===== src/rtl/core/tsbw_pkg.sv =====
// Shared types and constants for the tile map scroll blit walker.
// No dependencies; every other file of the block but tsbw_map_mem refers to it by scoped names.
package tsbw_pkg;

   // Parameter defaults
   localparam int MAP_ENTRIES_DEF = 4096;
   localparam int MAX_TILE_DEF    = 64;

   // Field widths
   localparam int SCROLL_W = 16;
   localparam int TILE_W   = 7;   // tile size, map width/height, col, row
   localparam int SCREEN_W = 12;
   localparam int WALK_W   = 13;
   localparam int DEST_W   = 14;
   localparam int INDEX_W  = 12;
   localparam int WORD_W   = 16;
   localparam int NUM_W    = 8;   // tile number
   localparam int CSR_IDX_W = 3;
   localparam int CSR_DATA_W = 16;

   // Serial divider geometry
   localparam int DIVD_W    = 17;
   localparam int DIV_CNT_W = 5;

   // Commands
   localparam logic CMD_WRITE = 1'b0;
   localparam logic CMD_STEP  = 1'b1;

   // Register indexes
   localparam logic [CSR_IDX_W-1:0] CSR_SCROLL_X     = 3'd0;
   localparam logic [CSR_IDX_W-1:0] CSR_SCROLL_Y     = 3'd1;
   localparam logic [CSR_IDX_W-1:0] CSR_TILE_SIZE    = 3'd2;
   localparam logic [CSR_IDX_W-1:0] CSR_MAP_WIDTH    = 3'd3;
   localparam logic [CSR_IDX_W-1:0] CSR_MAP_HEIGHT   = 3'd4;
   localparam logic [CSR_IDX_W-1:0] CSR_SCREEN_WIDTH = 3'd5;
   localparam logic [CSR_IDX_W-1:0] CSR_SCREEN_HEIGHT = 3'd6;
   localparam logic [CSR_IDX_W-1:0] CSR_TRANSPARENT  = 3'd7;

   // Reset values
   localparam logic [TILE_W-1:0]   TILE_SIZE_RST     = 7'd16;
   localparam logic [TILE_W-1:0]   MAP_WIDTH_RST     = 7'd16;
   localparam logic [TILE_W-1:0]   MAP_HEIGHT_RST    = 7'd16;
   localparam logic [SCREEN_W-1:0] SCREEN_WIDTH_RST  = 12'd176;
   localparam logic [SCREEN_W-1:0] SCREEN_HEIGHT_RST = 12'd220;

   localparam logic [NUM_W-1:0] TILE_SKIP = 8'hFF;

   // Scroll geometry derived from configuration and walk position
   typedef struct packed {
      logic [TILE_W-1:0] sub_x;     // scroll_x mod tile size
      logic [TILE_W-1:0] sub_y;     // scroll_y mod tile size
      logic [TILE_W-1:0] col_home;  // map column at walk_x = 0
      logic [TILE_W-1:0] row_home;  // map row at walk_y = 0
      logic [TILE_W-1:0] col;       // map column at current walk_x
      logic [TILE_W-1:0] row;       // map row at current walk_y
   } geom_type;

endpackage


===== src/rtl/core/tsbw_div.sv =====
// Restoring bit-serial divider, one quotient bit per cycle.
// Depends on tsbw_pkg for operand widths.
module tsbw_div (
   input  logic                             clock,
   input  logic                             reset,
   input  logic                             start,
   input  logic [tsbw_pkg::DIVD_W-1:0]      dividend,
   input  logic [tsbw_pkg::TILE_W-1:0]      divisor,
   output logic                             done,
   output logic [tsbw_pkg::DIVD_W-1:0]      quot,
   output logic [tsbw_pkg::TILE_W-1:0]      rem
);

   localparam int DW = tsbw_pkg::DIVD_W;
   localparam int RW = tsbw_pkg::TILE_W;

   logic                              busy_ff, busy_in;
   logic                              done_ff, done_in;
   logic [tsbw_pkg::DIV_CNT_W-1:0]    cnt_ff, cnt_in;
   logic [DW-1:0]                     quot_ff, quot_in;
   logic [RW-1:0]                     rem_ff, rem_in;
   logic [RW-1:0]                     dvs_ff, dvs_in;
   logic [RW:0]                       trial;
   logic                              fits;

   assign trial = {rem_ff, quot_ff[DW-1]};
   assign fits  = (trial >= {1'b0, dvs_ff});

   always_comb begin
      busy_in = busy_ff;
      done_in = 1'b0;
      cnt_in  = cnt_ff;
      quot_in = quot_ff;
      rem_in  = rem_ff;
      dvs_in  = dvs_ff;
      if (start) begin
         busy_in = 1'b1;
         cnt_in  = tsbw_pkg::DIV_CNT_W'(DW);
         quot_in = dividend;
         rem_in  = '0;
         dvs_in  = divisor;
      end else if (busy_ff) begin
         rem_in  = fits ? RW'(trial - {1'b0, dvs_ff}) : trial[RW-1:0];
         quot_in = {quot_ff[DW-2:0], fits};
         cnt_in  = cnt_ff - 1'b1;
         if (cnt_ff == tsbw_pkg::DIV_CNT_W'(1)) begin
            busy_in = 1'b0;
            done_in = 1'b1;
         end
      end
   end

   always_ff @(posedge clock) begin
      if (reset) begin
         busy_ff <= 1'b0;
         done_ff <= 1'b0;
         cnt_ff  <= '0;
      end else begin
         busy_ff <= busy_in;
         done_ff <= done_in;
         cnt_ff  <= cnt_in;
      end
      quot_ff <= quot_in;
      rem_ff  <= rem_in;
      dvs_ff  <= dvs_in;
   end

   assign done = done_ff;
   assign quot = quot_ff;
   assign rem  = rem_ff;

endmodule


===== src/rtl/core/tsbw_seq.sv =====
// Geometry sequencer: after reset or a register write it rebuilds the scroll
// remainders and wrapped map row/column with eight passes of tsbw_div.
module tsbw_seq (
   input  logic                             clock,
   input  logic                             reset,
   input  logic                             kick,
   input  logic [tsbw_pkg::SCROLL_W-1:0]    scroll_x,
   input  logic [tsbw_pkg::SCROLL_W-1:0]    scroll_y,
   input  logic [tsbw_pkg::WALK_W-1:0]      walk_x,
   input  logic [tsbw_pkg::WALK_W-1:0]      walk_y,
   input  logic [tsbw_pkg::TILE_W-1:0]      ts,
   input  logic [tsbw_pkg::TILE_W-1:0]      w,
   input  logic [tsbw_pkg::TILE_W-1:0]      h,
   output tsbw_pkg::geom_type               geo,
   output logic                             busy,
   output logic                             load
);

   localparam int DW = tsbw_pkg::DIVD_W;

   localparam logic [2:0] OP_SX_DIV   = 3'd0;
   localparam logic [2:0] OP_CH_MOD   = 3'd1;
   localparam logic [2:0] OP_WX_DIV   = 3'd2;
   localparam logic [2:0] OP_COL_MOD  = 3'd3;
   localparam logic [2:0] OP_SY_DIV   = 3'd4;
   localparam logic [2:0] OP_RH_MOD   = 3'd5;
   localparam logic [2:0] OP_WY_DIV   = 3'd6;
   localparam logic [2:0] OP_ROW_MOD  = 3'd7;

   logic                          run_ff, run_in;
   logic                          issued_ff, issued_in;
   logic                          load_ff, load_in;
   logic [2:0]                    op_ff, op_in;
   logic [DW-1:0]                 tmp_ff, tmp_in;
   tsbw_pkg::geom_type            geo_ff, geo_in;

   logic                          div_start, div_done;
   logic [DW-1:0]                 div_dividend, div_quot;
   logic [tsbw_pkg::TILE_W-1:0]   div_divisor, div_rem;

   tsbw_div u_div (
      .clock    (clock),
      .reset    (reset),
      .start    (div_start),
      .dividend (div_dividend),
      .divisor  (div_divisor),
      .done     (div_done),
      .quot     (div_quot),
      .rem      (div_rem)
   );

   always_comb begin
      case (op_ff)
         OP_SX_DIV: begin
            div_dividend = DW'(scroll_x);
            div_divisor  = ts;
         end
         OP_WX_DIV: begin
            div_dividend = DW'(scroll_x) + DW'(walk_x);
            div_divisor  = ts;
         end
         OP_SY_DIV: begin
            div_dividend = DW'(scroll_y);
            div_divisor  = ts;
         end
         OP_WY_DIV: begin
            div_dividend = DW'(scroll_y) + DW'(walk_y);
            div_divisor  = ts;
         end
         OP_CH_MOD, OP_COL_MOD: begin
            div_dividend = tmp_ff;
            div_divisor  = w;
         end
         default: begin
            div_dividend = tmp_ff;
            div_divisor  = h;
         end
      endcase
   end

   assign div_start = run_ff && !issued_ff && !kick;

   always_comb begin
      run_in    = run_ff;
      issued_in = issued_ff;
      load_in   = 1'b0;
      op_in     = op_ff;
      tmp_in    = tmp_ff;
      geo_in    = geo_ff;
      if (kick) begin
         run_in    = 1'b1;
         issued_in = 1'b0;
         op_in     = OP_SX_DIV;
      end else if (div_start) begin
         issued_in = 1'b1;
      end else if (run_ff && div_done) begin
         tmp_in    = div_quot;
         issued_in = 1'b0;
         op_in     = op_ff + 3'd1;
         case (op_ff)
            OP_SX_DIV:  geo_in.sub_x    = div_rem;
            OP_CH_MOD:  geo_in.col_home = div_rem;
            OP_COL_MOD: geo_in.col      = div_rem;
            OP_SY_DIV:  geo_in.sub_y    = div_rem;
            OP_RH_MOD:  geo_in.row_home = div_rem;
            OP_ROW_MOD: geo_in.row      = div_rem;
            default:    ;
         endcase
         if (op_ff == OP_ROW_MOD) begin
            run_in  = 1'b0;
            load_in = 1'b1;
         end
      end
   end

   always_ff @(posedge clock) begin
      if (reset) begin
         run_ff    <= 1'b1;
         issued_ff <= 1'b0;
         load_ff   <= 1'b0;
         op_ff     <= OP_SX_DIV;
      end else begin
         run_ff    <= run_in;
         issued_ff <= issued_in;
         load_ff   <= load_in;
         op_ff     <= op_in;
      end
      tmp_ff <= tmp_in;
      geo_ff <= geo_in;
   end

   assign geo  = geo_ff;
   assign busy = run_ff || load_ff;
   assign load = load_ff;

endmodule


===== config.mk =====
export PLATFORM = sky130hd
export DESIGN_NAME = tsbw_seq
export DESIGN_NICKNAME = d
export VERILOG_FILES = /design/src/rtl/core/tsbw_pkg.sv /design/src/rtl/core/tsbw_div.sv /design/src/rtl/core/tsbw_seq.sv
export SDC_FILE = /design/constraint.sdc
export NUM_CORES = 1
export LEC_CHECK = 0
export BUFFER_PORTS_ARGS = -buffer_cell sky130_fd_sc_hd__buf_2
export CORE_MARGIN = 1
export CORE_UTILIZATION = 56
export CTS_BUF_LIST = sky130_fd_sc_hd__clkbuf_8 sky130_fd_sc_hd__clkbuf_16
export DETAILED_ROUTE_END_ITERATION = 10
export PLACE_DENSITY = 0.81
export SLEW_MARGIN = 20
export SYNTH_ARGS = -nofsm -noshare
export SYNTH_HDL_FRONTEND = slang
export SYNTH_HIERARCHICAL = 1
export SYNTH_SLANG_ARGS = --single-unit

===== constraint.sdc =====
create_clock -name clock -period 3.4 [get_ports clock]
set_input_delay 0.17 -clock clock [delete_from_list [all_inputs] [get_ports clock]]
set_output_delay 0.17 -clock clock [all_outputs]
set_load 0.005 [all_outputs]

### Yosys cells after proc, flatten, opt, wreduce, memory -nomap -nowiden

Cells that the tools add are included.

* multiplexer cells: 14
* reductions and logical operators: 24
* bitwise operators: 4
* $lt $le $gt $ge: 1
* equality and inequality tests: 8
* add/subtract/negate cells: 5

Operators with widths (count)
* one-hot mux 17 bit (4 select lines): 1
* adder 16 x 13 -> 17 bit: 2
* 2-to-1 mux 17 bit: 2
* AND reduction 4 bit: 6
* one-hot mux 7 bit (2 select lines): 1
* == test 3 bit (second input constant): 4
* 2-to-1 mux 5 bit: 2
* >= comparator 8 x 7 -> 1 bit: 1
* OR reduction 4 bit: 2
* 2-to-1 mux 1 bit: 7
* 2-to-1 mux 7 bit: 1
* subtractor 7 bit: 1
* == test 3 x 2 -> 1 bit (second input constant): 2
* AND reduction 3 bit: 2
* OR reduction 2 bit: 3
* == test 5 x 1 -> 1 bit (second input constant): 1
* subtractor 5 x 1 -> 5 bit (second input constant): 1
* inverter 1 bit: 4
* nonzero test 2 bit: 2
* adder 3 x 1 -> 3 bit (second input constant): 1
* == test 3 x 1 -> 1 bit (second input constant): 1
* logical AND 1 bit: 3
* zero test 3 bit: 1
* OR reduction 3 bit: 1
* other kinds (3): 4

* word-level logic and storage cells: 74
* input bits: 82
* output and inout port bits: 44
* flip-flop bits (word level): 103

### Depth between registers and ports, before layout

Gate-level depths: netlist of run 1.

* depth in word-level cells: 5
* mapped depth: 10
* depth with buffers taken out: 10

### By module

Netlist of run 1, hierarchy kept.

Modules (own cells, without submodules)
* tsbw_seq: sequential area each 1891.8 um^2, cells each 424, area each 4336.7 um^2, times used 1
* tsbw_div: sequential area each 1001.0 um^2, cells each 173, area each 2042.0 um^2, times used 1

### Least setup slack after synthesis of run 1

Ideal clock, no wire load.

* kind: register to register
* start point: register run_ff
* end point: register u_div.quot_ff[0] (netlist: u_div/quot[0]), enable pin
* cell stages (with the launch flop): 5
* arrival: 2.056 ns
* required time: 3.063 ns
* period minus slack after synthesis: 2.393 ns
* path slack: 1.007 ns
* buffers on the path: 2
* setup time: 0.337 ns
* cells stage by stage: dfxtp_1 nor3b_1 clkbuf_1 clkbuf_1 or2_2

* longest elaborated chain between the ends: 3

RTL lines
* from (decl): RTL line tsbw_seq.sv:30 `logic run_ff, run_in;`
* from (signal assigned): RTL line tsbw_seq.sv:123 `run_ff <= run_in;`
* logical AND 1 bit (2 in series): RTL line tsbw_seq.sv:81 `assign div_start = run_ff && !issued_ff && !kick;`
* via div_start: RTL line tsbw_seq.sv:37 `logic div_start, div_done;`
* nonzero test 2 bit (no line)
* to (signal assigned): RTL line tsbw_div.sv:63 `quot_ff <= quot_in;`
* to (decl): RTL line tsbw_div.sv:20 `logic [DW-1:0] quot_ff, quot_in;`

The timed path passes the listed nets, and every way through them passes these cells.
A chain may end at the register's enable or synchronous reset.

### Worst setup path in the final report of run 1

* start point: register op_ff[0]
* end point: register u_div.quot_ff[15] (netlist: u_div/quot[15]) (data pin)

* longest elaborated chain between the ends: 3

RTL lines
* from (decl): RTL line tsbw_seq.sv:33 `logic [2:0] op_ff, op_in;`
* from (signal assigned): RTL line tsbw_seq.sv:126 `op_ff <= op_in;`
* == test 3 bit, or another cell as far along: RTL line tsbw_seq.sv:53 `case (op_ff)`
* one-hot mux 17 bit (4 select lines) *: RTL line tsbw_seq.sv:53
* via div_dividend[15]: RTL line tsbw_seq.sv:38 `logic [DW-1:0] div_dividend, div_quot;`
* 2-to-1 mux 17 bit *: RTL line tsbw_div.sv:36 `if (start) begin`
* via u_div.quot_in[15]: RTL line tsbw_div.sv:20

Mark *: on every way through the listed nets, which the timed path passes. The rest lies on a longest branch.

==> insert_results.sql, run 1 <==
INSERT INTO impl_metrics (metric_group, metric, value, unit) VALUES
('synth', 'post_synth_main_area_contributors', 'edfxtp_1 (39%), ha_1 (8.2%), dfxtp_1 (6.3%)', ''),
('synth', 'synth-seq-cells', '103', ''),
('drt', 'via_count', '5258', ''),
('layout', 'drive_gt1_share', '26.53', '%'),
('critical_path', 'worst-path-buf-inv', '2', ''),
('run_status', 'run_status', 'complete, no violations', ''),
('critical_path', 'timing.critical_path.from_type', 'register', ''),
('critical_path', 'crit_path_max_fanout', '17', ''),
('timing', 'finalCriticalPeriod', '2.719', 'ns'),
('clock_tree', 'clock_insertion_delay_worst_skew', '0.34', 'ns'),
('layout', 'filler_cell_count_in_the_final_layout', '829', ''),
('layout', 'mostFrequentLayoutCells', 'buf_2 (125), edfxtp_1 (83), nand2_1 (46), ha_1 (42), a21oi_1 (36)', ''),
('pwr', 'p_leak', '0.003007', 'µW'),
('layout', 'nNetsFinal', '842', ''),
('clock_tree', 'root_buffer', 'clkbuf_16', ''),
('drt', 'drt_iter0_drc', '498', ''),
('floorplanning', 'initial_utilization', '58.08', '%'),
('pwr', 'switching_share', '28.32', '%'),
('floorplanning', 'chipWidth', '108.7', 'µm'),
('synth', 'synthesis.nets', '724', ''),
('floorplanning', 'core-area', '10980', 'µm²'),
('global_routing', 'grt.total_usage', '26.56', '%'),
('pwr', 'clockPowerShare', '33.1', '%'),
('clock_tree', 'tritoncts', 'done', ''),
('pwr', 'net-switching-power', '874.6', 'µW'),
('clock_tree', 'cts-buffers-inserted', '9', ''),
('timing', 'clock_skew', '0.01296', 'ns'),
('timing', 'tightest_slew', '0.9793', 'ns'),
('drt', 'drt.antenna.violating_nets', '0', ''),
('synth', 'yosys.area.top_type', 'edfxtp_1', ''),
('global_routing', 'grt_overflow', '0', ''),
('synth', 'syn-mean-instance-area', '10.68', 'µm²'),
('clock_tree', 'clk_pin_slew', '0.08', 'ns'),
('synth', 'netlist_instances', '597', ''),
('floorplanning', 'die_h', '108.7', 'µm'),
('pwr', 'share_comb_of_total_power', '18.8', '%'),
('placement', 'place_area', '7111', 'µm²'),
('placement', 'detailed_place_hpwl', '11580', 'µm'),
('drt', 'mean_routed_wirelength_per_cell', '17.90', 'µm'),
('pwr', 'power.internal', '2214', 'µW'),
('clock_tree', 'clk_path_buf_depth', '2', ''),
('layout', 'fin_cells', '860', ''),
('timing', 'aggregate_negative_setup_slack', '0', 'ns'),
('placement', 'dp.cells', '844', ''),
('layout', 'layout.cell_area.non_filler', '7422', 'µm²'),
('drt', 'routed_wirelength', '15390', 'µm'),
('timing', 'setup-violations-final', '0', ''),
('synth', 'synth.distinct_cells', '77', ''),
('timing', 'maxClockFrequency', '367.8', 'MHz'),
('layout', 'fin_util', '67.58', '%'),
('drt', 'route.detailed.vias_per_inst', '6.114', ''),
('pwr', 'total_power', '3088', 'µW'),
('critical_path', 'path_delay_family', 'adder cells', ''),
('synth', 'synth_top_flop_cell', 'edfxtp_1', ''),
('flow_run', 'maxCapViolations', '0', ''),
('global_routing', 'wire_length_of_the_first_global_routing_pass', '24050', 'µm'),
('floorplanning', 'core.rowCount', '38', ''),
('worst_hold_path', 'hold_path.class', 'input pin to register', ''),
('critical_path', 'critPathMaxStageDelay', '0.60', 'ns'),
('timing', 'unrepaired_setup_endpoints_after_global_routing', 'false', ''),
('timing', 'final_min_period_over_clock_period', '79.96', '%'),
('floorplanning', 'dieArea', '11820', 'µm²'),
('pwr', 'worst_ir_drop_vdd', '278.7', 'µV'),
('floorplanning', 'io_pins', '126', ''),
('critical_path', 'critical_path.cell_chain', 'inv_1 -> ha_1 -> inv_2 -> nor2_1 -> nand2_1 -> a211oi_1 -> o32ai_1 -> mux2_2', ''),
('layout', 'most_common_cell_after_layout_fill_and_taps_aside', 'buf_2', ''),
('clock_tree', 'cts_max_level', '3', ''),
('synth', 'syn_area', '6379', 'µm²'),
('synth', 'netlist.area_leader.share', '39.07', '%'),
('clock_tree', 'post_cts_resized', '0', ''),
('clock_tree', 'clk_sink_count', '103', '');
## worst register-to-register path, cell delays in order (launching register included)
cell      delay (ns)
dfxtp_1         0.33
inv_1           0.15
ha_1            0.60
inv_2           0.16
nor2_1          0.37
nand2_1         0.15
a211oi_1        0.29
o32ai_1         0.15
mux2_2          0.27
## state kept, by name, summed over array words and instances, names as in the netlist
name           flops
op_ff              3
run_ff             1
tmp_ff            17
issued_ff          1
u_div/rem          7
geo               42
u_div/busy_ff      1
load               1
u_div/done         1
u_div/dvs_ff       7
u_div/quot        17
u_div/cnt_ff       5
## Yosys cell counts (8+ instances only)
cell / instances
xnor2_1: 12
inv_1: 29
dfxtp_1: 20
mux2_2: 20
nand3_1: 8
nor2_1: 31
nor3b_1: 8
mux2i_1: 8
and3_1: 9
nand2_1: 46
a211oi_1: 10
o21ai_0: 26
a22oi_1: 14
ha_1: 42
nand4_1: 8
a21o_1: 9
nor2b_1: 10
a21oi_1: 36
edfxtp_1: 83
o21ai_1: 13
nor3_1: 13
clkbuf_1: 14
## final timing paths
| check | end | from | slack [ns] | cells after the start |
|---|---|---|---|---|
| worst min-delay path | u_div/dvs_ff[6] | h[6] | 0.09 | 3 |
| worst max-delay path | u_div/quot[15] | op_ff[0] | 0.68 | 8 |
| worst min register to register | tmp_ff[5] | u_div/quot[5] | 0.45 | 0 |
| worst max register to register | u_div/quot[15] | op_ff[0] | 0.68 | 8 |
## metal layers
metal	part of all wire [%]	vias up	global-route usage (%)
met5	0	-	0
met4	0.96	0	6.467
met3	7.9	16	5.140
met2	47	253	44.21
met1	44	2471	35.77
li1	-	2518	-
## per-stage QoR
| step | worst slack (ns) | hold WS (ns) |
|---|---|---|
| 2_1_floorplan | 1.007 | 0.2391 |
| 6_report | 0.6815 | 0.09037 |
| 4_1_cts | 0.7703 | 0.08699 |
| 5_1_grt | 0.5623 | 0.09686 |
| 3_3_place_gp | 0.8196 | 0.4300 |
| 3_5_place_dp | 0.7390 | 0.4341 |
## power by group through the flow
stage	Combinational, µW	Sequential (µW)	Clock, µW
after detailed placement	566	1510	0
after CTS	573	1480	1030
after global routing	635	1490	1090
final	581	1480	1020
after global placement	553	1510	0
after floorplan	420	1480	0
## logic make-up after synthesis
group	count (synthesis)	synth area share (%)
and+or+nand+nor	161	12.97
buffers and inverters	56	3.805
AOI/OAI and AO/OA	182	20.77
DFF	103	45.35
adders and majority gates	45	9.180
muxes	31	5.316
xor gates and xnor gates	19	2.609
## cell type report
class | count | area share [%]
clock inverter | 7 | 1.163
sequential | 103 | 38.97
timing repair buffer | 132 | 9.137
inverter | 31 | 1.568
tap | 140 | 2.360
multi-input combinational | 438 | 43.76
clock buffer | 9 | 3.034
No activity file was read; power rests on OpenSTA's default activity.
==> run 2, diff against run 1 <==
--- a/config.mk
+++ b/config.mk
@@ -5,6 +5,7 @@
 export SDC_FILE = /design/constraint.sdc
 export NUM_CORES = 1
 export LEC_CHECK = 0
+export ABC_AREA = 1
 export BUFFER_PORTS_ARGS = -buffer_cell sky130_fd_sc_hd__buf_2
 export CORE_MARGIN = 1
 export CORE_UTILIZATION = 56
==> constraint.sdc (replaced) <==
create_clock -name clock -period 2.8 [get_ports clock]
set_input_delay 0.14 -clock clock [delete_from_list [all_inputs] [get_ports clock]]
set_output_delay 0.14 -clock clock [all_outputs]
set_load 0.005 [all_outputs]
==> run 2 against run 1 <==
Effect of this change:
- the flow now finishes with violations (design-rule violations)
- clock power up 24%
- sequential cell count unchanged
- non-clock buffer count down 3
- final cell count up 29%
- critical path type unchanged
- largest power group unchanged
==> insert_results.sql, run 2 <==
INSERT INTO impl_metrics (metric_group, metric, value, unit) VALUES
('timing', 'clock_skew', '0.006768', 'ns'),
('placement', 'globalplace.congestion', '0.9425', ''),
('synth', 'syn-mean-instance-area', '7.811', 'µm²'),
('clock_tree', 'tritoncts', 'done', ''),
('synth', 'syn_area', '6523', 'µm²'),
('floorplanning', 'initial_utilization', '57.37', '%'),
('timing', 'setup-violations-final', '0', ''),
('clock_tree', 'clk_pin_slew', '0.08', 'ns'),
('drt', 'via_count', '6007', ''),
('clock_tree', 'clk_path_buf_depth', '2', ''),
('pwr', 'net-switching-power', '1101', 'µW'),
('critical_path', 'crit_path_max_fanout', '13', ''),
('timing', 'aggregate_negative_setup_slack', '0', 'ns'),
('pwr', 'power.internal', '2621', 'µW'),
('clock_tree', 'clock_insertion_delay_worst_skew', '0.35', 'ns'),
('global_routing', 'wire_length_of_the_first_global_routing_pass', '25530', 'µm'),
('timing', 'tightest_slew', '0.7345', 'ns'),
('synth', 'synth-seq-cells', '103', ''),
('clock_tree', 'cts_max_level', '3', ''),
('synth', 'synth-seq-area-share', '44.35', '%'),
('synth', 'yosys_warning_total', '6', ''),
('synth', 'netlist.area_leader.share', '38.21', '%'),
('layout', 'fin_cells', '1113', ''),
('layout', 'filler_cell_count_in_the_final_layout', '951', ''),
('floorplanning', 'die_h', '109.9', 'µm'),
('placement', 'detailed_place_hpwl', '12590', 'µm'),
('synth', 'post_synth_top_cells', 'nand2_1 (306), inv_1 (128), edfxtp_1 (83)', ''),
('floorplanning', 'chipWidth', '109.9', 'µm'),
('worst_hold_path', 'hold_path.class', 'input pin to register', ''),
('layout', 'fin_util', '66.92', '%'),
('run_status', 'violations_in_the_final_reports', 'design-rule violations', ''),
('floorplanning', 'core.rowCount', '39', ''),
('global_routing', 'first_global_vias', '5220', ''),
('layout', 'drive_gt1_share', '17.32', '%'),
('placement', 'portBuffers', '125', ''),
('pwr', 'p_leak', '0.003796', 'µW'),
('floorplanning', 'dieArea', '12080', 'µm²'),
('synth', 'netlist_instances', '835', ''),
('critical_path', 'timing.critical_path.from_type', 'register', ''),
('drt', 'drt.antenna.violating_nets', '0', ''),
('run_status', 'run_status', 'finished with violations', ''),
('synth', 'synth_enable_flop_cells', '83', ''),
('critical_path', 'critPathKind', 'register to register', ''),
('drt', 'mean_routed_wirelength_per_cell', '14.80', 'µm'),
('drt', 'drt_iter0_drc', '587', ''),
('layout', 'area_growth_syn_to_layout', '16.65', '%'),
('layout', 'nNetsFinal', '1092', ''),
('timing', 'maxSlewViolCount', '0', ''),
('synth', 'synth.distinct_cells', '42', ''),
('drt', 'drc', '1', ''),
('global_routing', 'pin_count_of_the_biggest_net_entering_global_routing', '22', ''),
('layout', 'antenna-diode-count', '0', ''),
('placement', 'dp.cells', '1097', ''),
('floorplanning', 'core-area', '11370', 'µm²'),
('clock_tree', 'cts.hold.buffers_added', '0', ''),
('synth', 'share_of_flip_flops_with_an_asynchronous_set_or_reset', '0', '%'),
('critical_path', 'worst_ep_required_time', '2.87', 'ns'),
('floorplanning', 'io_pins', '126', ''),
('clock_tree', 'clk_sink_count', '103', ''),
('drt', 'drt_pre_antenna_iters', '10', ''),
('pwr', 'sequential_share_of_power', '47.8', '%'),
('layout', 'most_common_cell_after_layout_fill_and_taps_aside', 'nand2_1', ''),
('timing', 'hold_ws', '0.02286', 'ns'),
('timing', 'final_hold_viol_count', '0', ''),
('global_routing', 'grt.total_usage', '28.10', '%'),
('synth', 'yosys.area.top_type', 'edfxtp_1', ''),
('drt', 'route.detailed.vias_per_inst', '5.397', ''),
('global_routing', 'antenna_found_initial', '0', ''),
('pwr', 'worst_ir_drop_vdd', '375.7', 'µV'),
('pwr', 'switching_share', '29.59', '%'),
('synth', 'post_synth_main_area_contributors', 'edfxtp_1 (38%), nand2_1 (18%), ha_1 (8.1%)', ''),
('flow_run', 'maxCapViolations', '0', ''),
('synth', 'synth_top_flop_cell', 'edfxtp_1', ''),
('timing', 'timing.max_slew.rel_slack', '50.98', '%'),
('clock_tree', 'post_cts_resized', '0', ''),
('drt', 'routed_wirelength', '16480', 'µm'),
('timing', 'finalCriticalPeriod', '2.431', 'ns'),
('pwr', 'share_comb_of_total_power', '18.3', '%'),
('global_routing', 'grt_overflow', '0', ''),
('pwr', 'clockPowerShare', '33.9', '%'),
('critical_path', 'worstSetupEndpointType', 'register', ''),
('timing', 'unrepaired_setup_endpoints_after_global_routing', 'false', ''),
('synth', 'synthesis.nets', '962', ''),
('layout', 'largest_reg_flops', '42', ''),
('pwr', 'powerDensity', '489.2', 'nW/µm²'),
('critical_path', 'arrival_time_at_the_worst_endpoint', '2.50', 'ns'),
('clock_tree', 'root_buffer', 'clkbuf_16', ''),
('layout', 'mostFrequentLayoutCells', 'nand2_1 (306), inv_1 (128), buf_2 (125), edfxtp_1 (83), nand3_1 (65)', ''),
('timing', 'final_min_period_over_clock_period', '86.83', '%'),
('timing', 'maxClockFrequency', '411.3', 'MHz'),
('clock_tree', 'post_cts_buffers', '0', ''),
('clock_tree', 'cts-buffers-inserted', '9', ''),
('synth', 'synth_most_common_cell', 'nand2_1', '');
[run 2: kinds of logic after synthesis]
group | count (synthesis) | share of synthesized area (%)
AOI/OAI and AO/OA | 63 | 5.659
adders and majority gates | 45 | 8.978
buffers and inverters | 144 | 8.671
xor gates and xnor gates | 6 | 0.8058
and+or+nand+nor | 474 | 31.54
DFF | 103 | 44.35
[run 2: area by class of cell]
cell class / count / area [µm²] / share of cell area, %
multi-input combinational: 588 / 3064 / 40.27
tap: 143 / 178.9 / 2.352
inverter: 134 / 505.5 / 6.644
clock buffer: 9 / 225.2 / 2.960
clock inverter: 7 / 86.33 / 1.135
sequential: 103 / 2893 / 38.02
timing repair buffer: 129 / 655.6 / 8.617
[run 2: stage by stage]
| stage | power (µW) | area (µm²) | setup slack [ns] |
|---|---|---|---|
| finish | 3722 | 7609 | 0.3688 |
| global placement | 2463 | 7297 | 0.5275 |
| global route | 3895 | 7609 | 0.2294 |
| floorplan | 2265 | 6523 | 1.049 |
| CTS | 3732 | 7609 | 0.4386 |
| detailed placement | 2475 | 7297 | 0.4433 |
[run 2: path summary, 6_finish.rpt]
| path | startpoint | to | slack (ns) | cells past startpoint |
|---|---|---|---|---|
| worst max-delay path | op_ff[0] | u_div/quot[0] | 0.37 | 9 |
| worst min-delay path | reset | u_div/cnt_ff[4] | 0.02 | 2 |
| worst max register to register | op_ff[0] | u_div/quot[0] | 0.37 | 9 |
| worst min register to register | u_div/quot[11] | tmp_ff[11] | 0.45 | 0 |
[run 2: critical path, stage by stage (launching register included)]
cell and delay (ns):
dfxtp_1 0.36, inv_1 0.11, ha_1 0.41, nand2_1 0.26, inv_1 0.23, a22o_1 0.29, a221oi_1 0.24, nand2_1 0.08
nor2_1 0.11, a31oi_1 0.06
[run 2: power by group through the flow]
stage	clock [µW]	combinational, µW	sequential (µW)
after floorplan	0	473	1790
after global placement	0	653	1810
after detailed placement	0	663	1810
after CTS	1280	669	1780
after global routing	1340	766	1790
final	1260	680	1780
[run 2: metal layers]
| metal | part of all wire [%] | up-vias | track usage, % |
|---|---|---|---|
| met5 | 0 | - | 0 |
| met4 | 1.6 | 0 | 8.286 |
| met2 | 44 | 286 | 43.13 |
| li1 | - | 2981 | - |
| met3 | 8.0 | 24 | 3.557 |
| met1 | 46 | 2716 | 41.37 |
==> run 3, diff against run 2 <==
--- a/config.mk
+++ b/config.mk
@@ -5,7 +5,6 @@
 export SDC_FILE = /design/constraint.sdc
 export NUM_CORES = 1
 export LEC_CHECK = 0
-export ABC_AREA = 1
 export BUFFER_PORTS_ARGS = -buffer_cell sky130_fd_sc_hd__buf_2
 export CORE_MARGIN = 1
 export CORE_UTILIZATION = 56
==> run 3 against run 2 <==
Effect of this change:
- the run now ends clean
- register-to-register slack improved by 0.07 ns
- core utilization rose by 0.95 points
- clock skew rose by 0.0033 ns
- sequential power barely moved
- worst hold slack improved by 0.033 ns
- clock power barely moved
- global-route usage fell by 0.34 points
- sequential cell count did not move
- maximum frequency rose by 2.9%
- die area fell by 2.2%
- non-clock buffer count rose by 7
- critical path type unchanged
==> insert_results.sql, run 3 (synthesis gave the netlist of run 1 again) <==
INSERT INTO impl_metrics (metric_group, metric, value, unit) VALUES
('clock_tree', 'root_buffer', 'clkbuf_16', ''),
('critical_path', 'critPathMaxStageDelay', '0.55', 'ns'),
('pwr', 'switching_share', '28.62', '%'),
('global_routing', 'antenna_found_initial', '0', ''),
('critical_path', 'worst_ep_required_time', '2.87', 'ns'),
('critical_path', 'timing.critical_path.from_type', 'register', ''),
('timing', 'timing.max_slew.rel_slack', '52.39', '%'),
('clock_tree', 'tritoncts', 'done', ''),
('timing', 'finalCriticalPeriod', '2.362', 'ns'),
('layout', 'multiInputGateArea', '3248', 'µm²'),
('clock_tree', 'cts_max_level', '3', ''),
('placement', 'portBuffers', '125', ''),
('layout', 'most_common_cell_after_layout_fill_and_taps_aside', 'buf_2', ''),
('placement', 'detailed_place_hpwl', '12190', 'µm'),
('global_routing', 'wire_length_of_the_first_global_routing_pass', '25290', 'µm'),
('timing', 'timing.final.ws_setup', '0.4381', 'ns'),
('clock_tree', 'clk_sink_count', '103', ''),
('pwr', 'net-switching-power', '1081', 'µW'),
('floorplanning', 'dieArea', '11820', 'µm²'),
('global_routing', 'pin_count_of_the_biggest_net_entering_global_routing', '27', ''),
('layout', 'antenna-diode-count', '0', ''),
('timing', 'aggregate_negative_setup_slack', '0', 'ns'),
('clock_tree', 'clock_insertion_delay_worst_skew', '0.35', 'ns'),
('critical_path', 'worst-path-buf-inv', '0', ''),
('timing', 'maxClockFrequency', '423.4', 'MHz'),
('drt', 'mean_routed_wirelength_per_cell', '18.89', 'µm'),
('timing', 'final_min_period_over_clock_period', '84.35', '%'),
('floorplanning', 'die_h', '108.7', 'µm'),
('clock_tree', 'cts.hold.buffers_added', '0', ''),
('placement', 'detailedPlace.worstSlack', '0.2196', 'ns'),
('layout', 'largest_reg_flops', '42', ''),
('critical_path', 'path_delay_family', 'compound AO/OA/AOI/OAI gates', ''),
('pwr', 'clockPowerShare', '33.4', '%'),
('layout', 'area_growth_syn_to_layout', '16.87', '%'),
('pwr', 'share_comb_of_total_power', '19.2', '%'),
('critical_path', 'arrival_time_at_the_worst_endpoint', '2.43', 'ns'),
('floorplanning', 'core-area', '10980', 'µm²'),
('timing', 'clock_skew', '0.01010', 'ns'),
('floorplanning', 'chipWidth', '108.7', 'µm'),
('floorplanning', 'initial_utilization', '58.08', '%'),
('critical_path', 'critPathKind', 'register to register', ''),
('pwr', 'worst_ir_drop_vdd', '442.0', 'µV'),
('global_routing', 'grt.total_usage', '27.76', '%'),
('pwr', 'sequential_share_of_power', '47.4', '%'),
('critical_path', 'crit_path_max_fanout', '9', ''),
('floorplanning', 'core.rowCount', '38', ''),
('clock_tree', 'cts-buffers-inserted', '9', ''),
('global_routing', 'first_global_vias', '5253', ''),
('critical_path', 'reg2reg_slack', '0.44', 'ns'),
('drt', 'drt_pre_antenna_iters', '5', ''),
('worst_hold_path', 'hold_path.class', 'input pin to register', ''),
('placement', 'globalplace.congestion', '0.9479', ''),
('drt', 'drt.antenna.violating_nets', '0', ''),
('layout', 'nNetsFinal', '846', ''),
('pwr', 'powerDensity', '506.6', 'nW/µm²'),
('floorplanning', 'io_pins', '126', ''),
('pwr', 'p_leak', '0.003030', 'µW'),
('timing', 'setup-violations-final', '0', ''),
('layout', 'area.sequential', '2893', 'µm²'),
('run_status', 'run_status', 'complete, no violations', ''),
('pwr', 'power.internal', '2696', 'µW'),
('clock_tree', 'clk_pin_slew', '0.08', 'ns'),
('layout', 'drive_gt1_share', '26.93', '%'),
('drt', 'routed_wirelength', '16330', 'µm'),
('timing', 'unrepaired_setup_endpoints_after_global_routing', 'false', ''),
('timing', 'maxSlewViolCount', '0', ''),
('drt', 'drc', '0', ''),
('layout', 'filler_cell_count_in_the_final_layout', '844', ''),
('drt', 'via_count', '5468', ''),
('critical_path', 'critical_path.cell_chain', 'ha_1 -> a21o_1 -> a211oi_4 -> and3_1 -> a21oi_1', ''),
('critical_path', 'worstSetupEndpointType', 'register', ''),
('timing', 'tightest_slew', '0.7115', 'ns'),
('flow_run', 'maxCapViolations', '0', ''),
('clock_tree', 'post_cts_resized', '0', ''),
('timing', 'final_hold_viol_count', '0', ''),
('clock_tree', 'clk_path_buf_depth', '2', ''),
('layout', 'mostFrequentLayoutCells', 'buf_2 (125), edfxtp_1 (83), nand2_1 (46), ha_1 (42), a21oi_1 (36)', ''),
('clock_tree', 'post_cts_buffers', '0', ''),
('drt', 'route.detailed.vias_per_inst', '6.329', ''),
('critical_path', 'critical-path-slowest-cell', 'dfxtp_1', ''),
('drt', 'drt_iter0_drc', '614', ''),
('global_routing', 'grt_overflow', '0', '');
## run 3: metal layers
layer	track usage (%)	part of all wire, %	up-vias
met2	47.11	48	286
met3	4.005	7.1	40
li1	-	-	2525
met5	0	0	-
met4	9.170	2.1	0
met1	36.47	43	2617
## run 3: final timing paths
kind                     end  cells past startpoint          start
min reg2reg        tmp_ff[4]                      0  u_div/quot[4]
min          u_div/dvs_ff[4]                      3           h[4]
max reg2reg    u_div/quot[0]                      5   u_div/rem[4]
max            u_div/quot[0]                      5   u_div/rem[4]
## run 3: stage by stage
step	cell area [µm²]	util (%)	hold slack, ns	std cells	power, µW
4_1_cts	7455	67.87	0.05053	864	3777
3_3_place_gp	7141	65.01	0.4068	848	2499
5_1_grt	7455	67.87	0.06726	864	3919
3_5_place_dp	7141	65.01	0.4118	848	2528
2_1_floorplan	6379	-	0.2091	597	2313
6_report	7455	67.87	0.05635	864	3777
## run 3: final cells by class
type	instances	area share, %
Multi-Input combinational cell	438	43.57
Sequential cell	103	38.80
Timing Repair Buffer	136	9.500
Clock buffer	9	3.021
Tap cell	140	2.350
Inverter	31	1.561
Clock inverter	7	1.192
## run 3: power by group through the flow
stage	Sequential, µW	Combinational (µW)	Clock, µW
2_1_floorplan	1800	510	0
3_3_place_gp	1820	679	0
3_5_place_dp	1830	703	0
4_1_cts	1790	711	1270
5_1_grt	1800	792	1330
6_report	1790	725	1260
## run 3: worst register-to-register path: stages (launching register included)
cell and delay (ns):
dfxtp_1 0.55, ha_1 0.38, a21o_1 0.22, a211oi_4 0.43
and3_1 0.40, a21oi_1 0.12
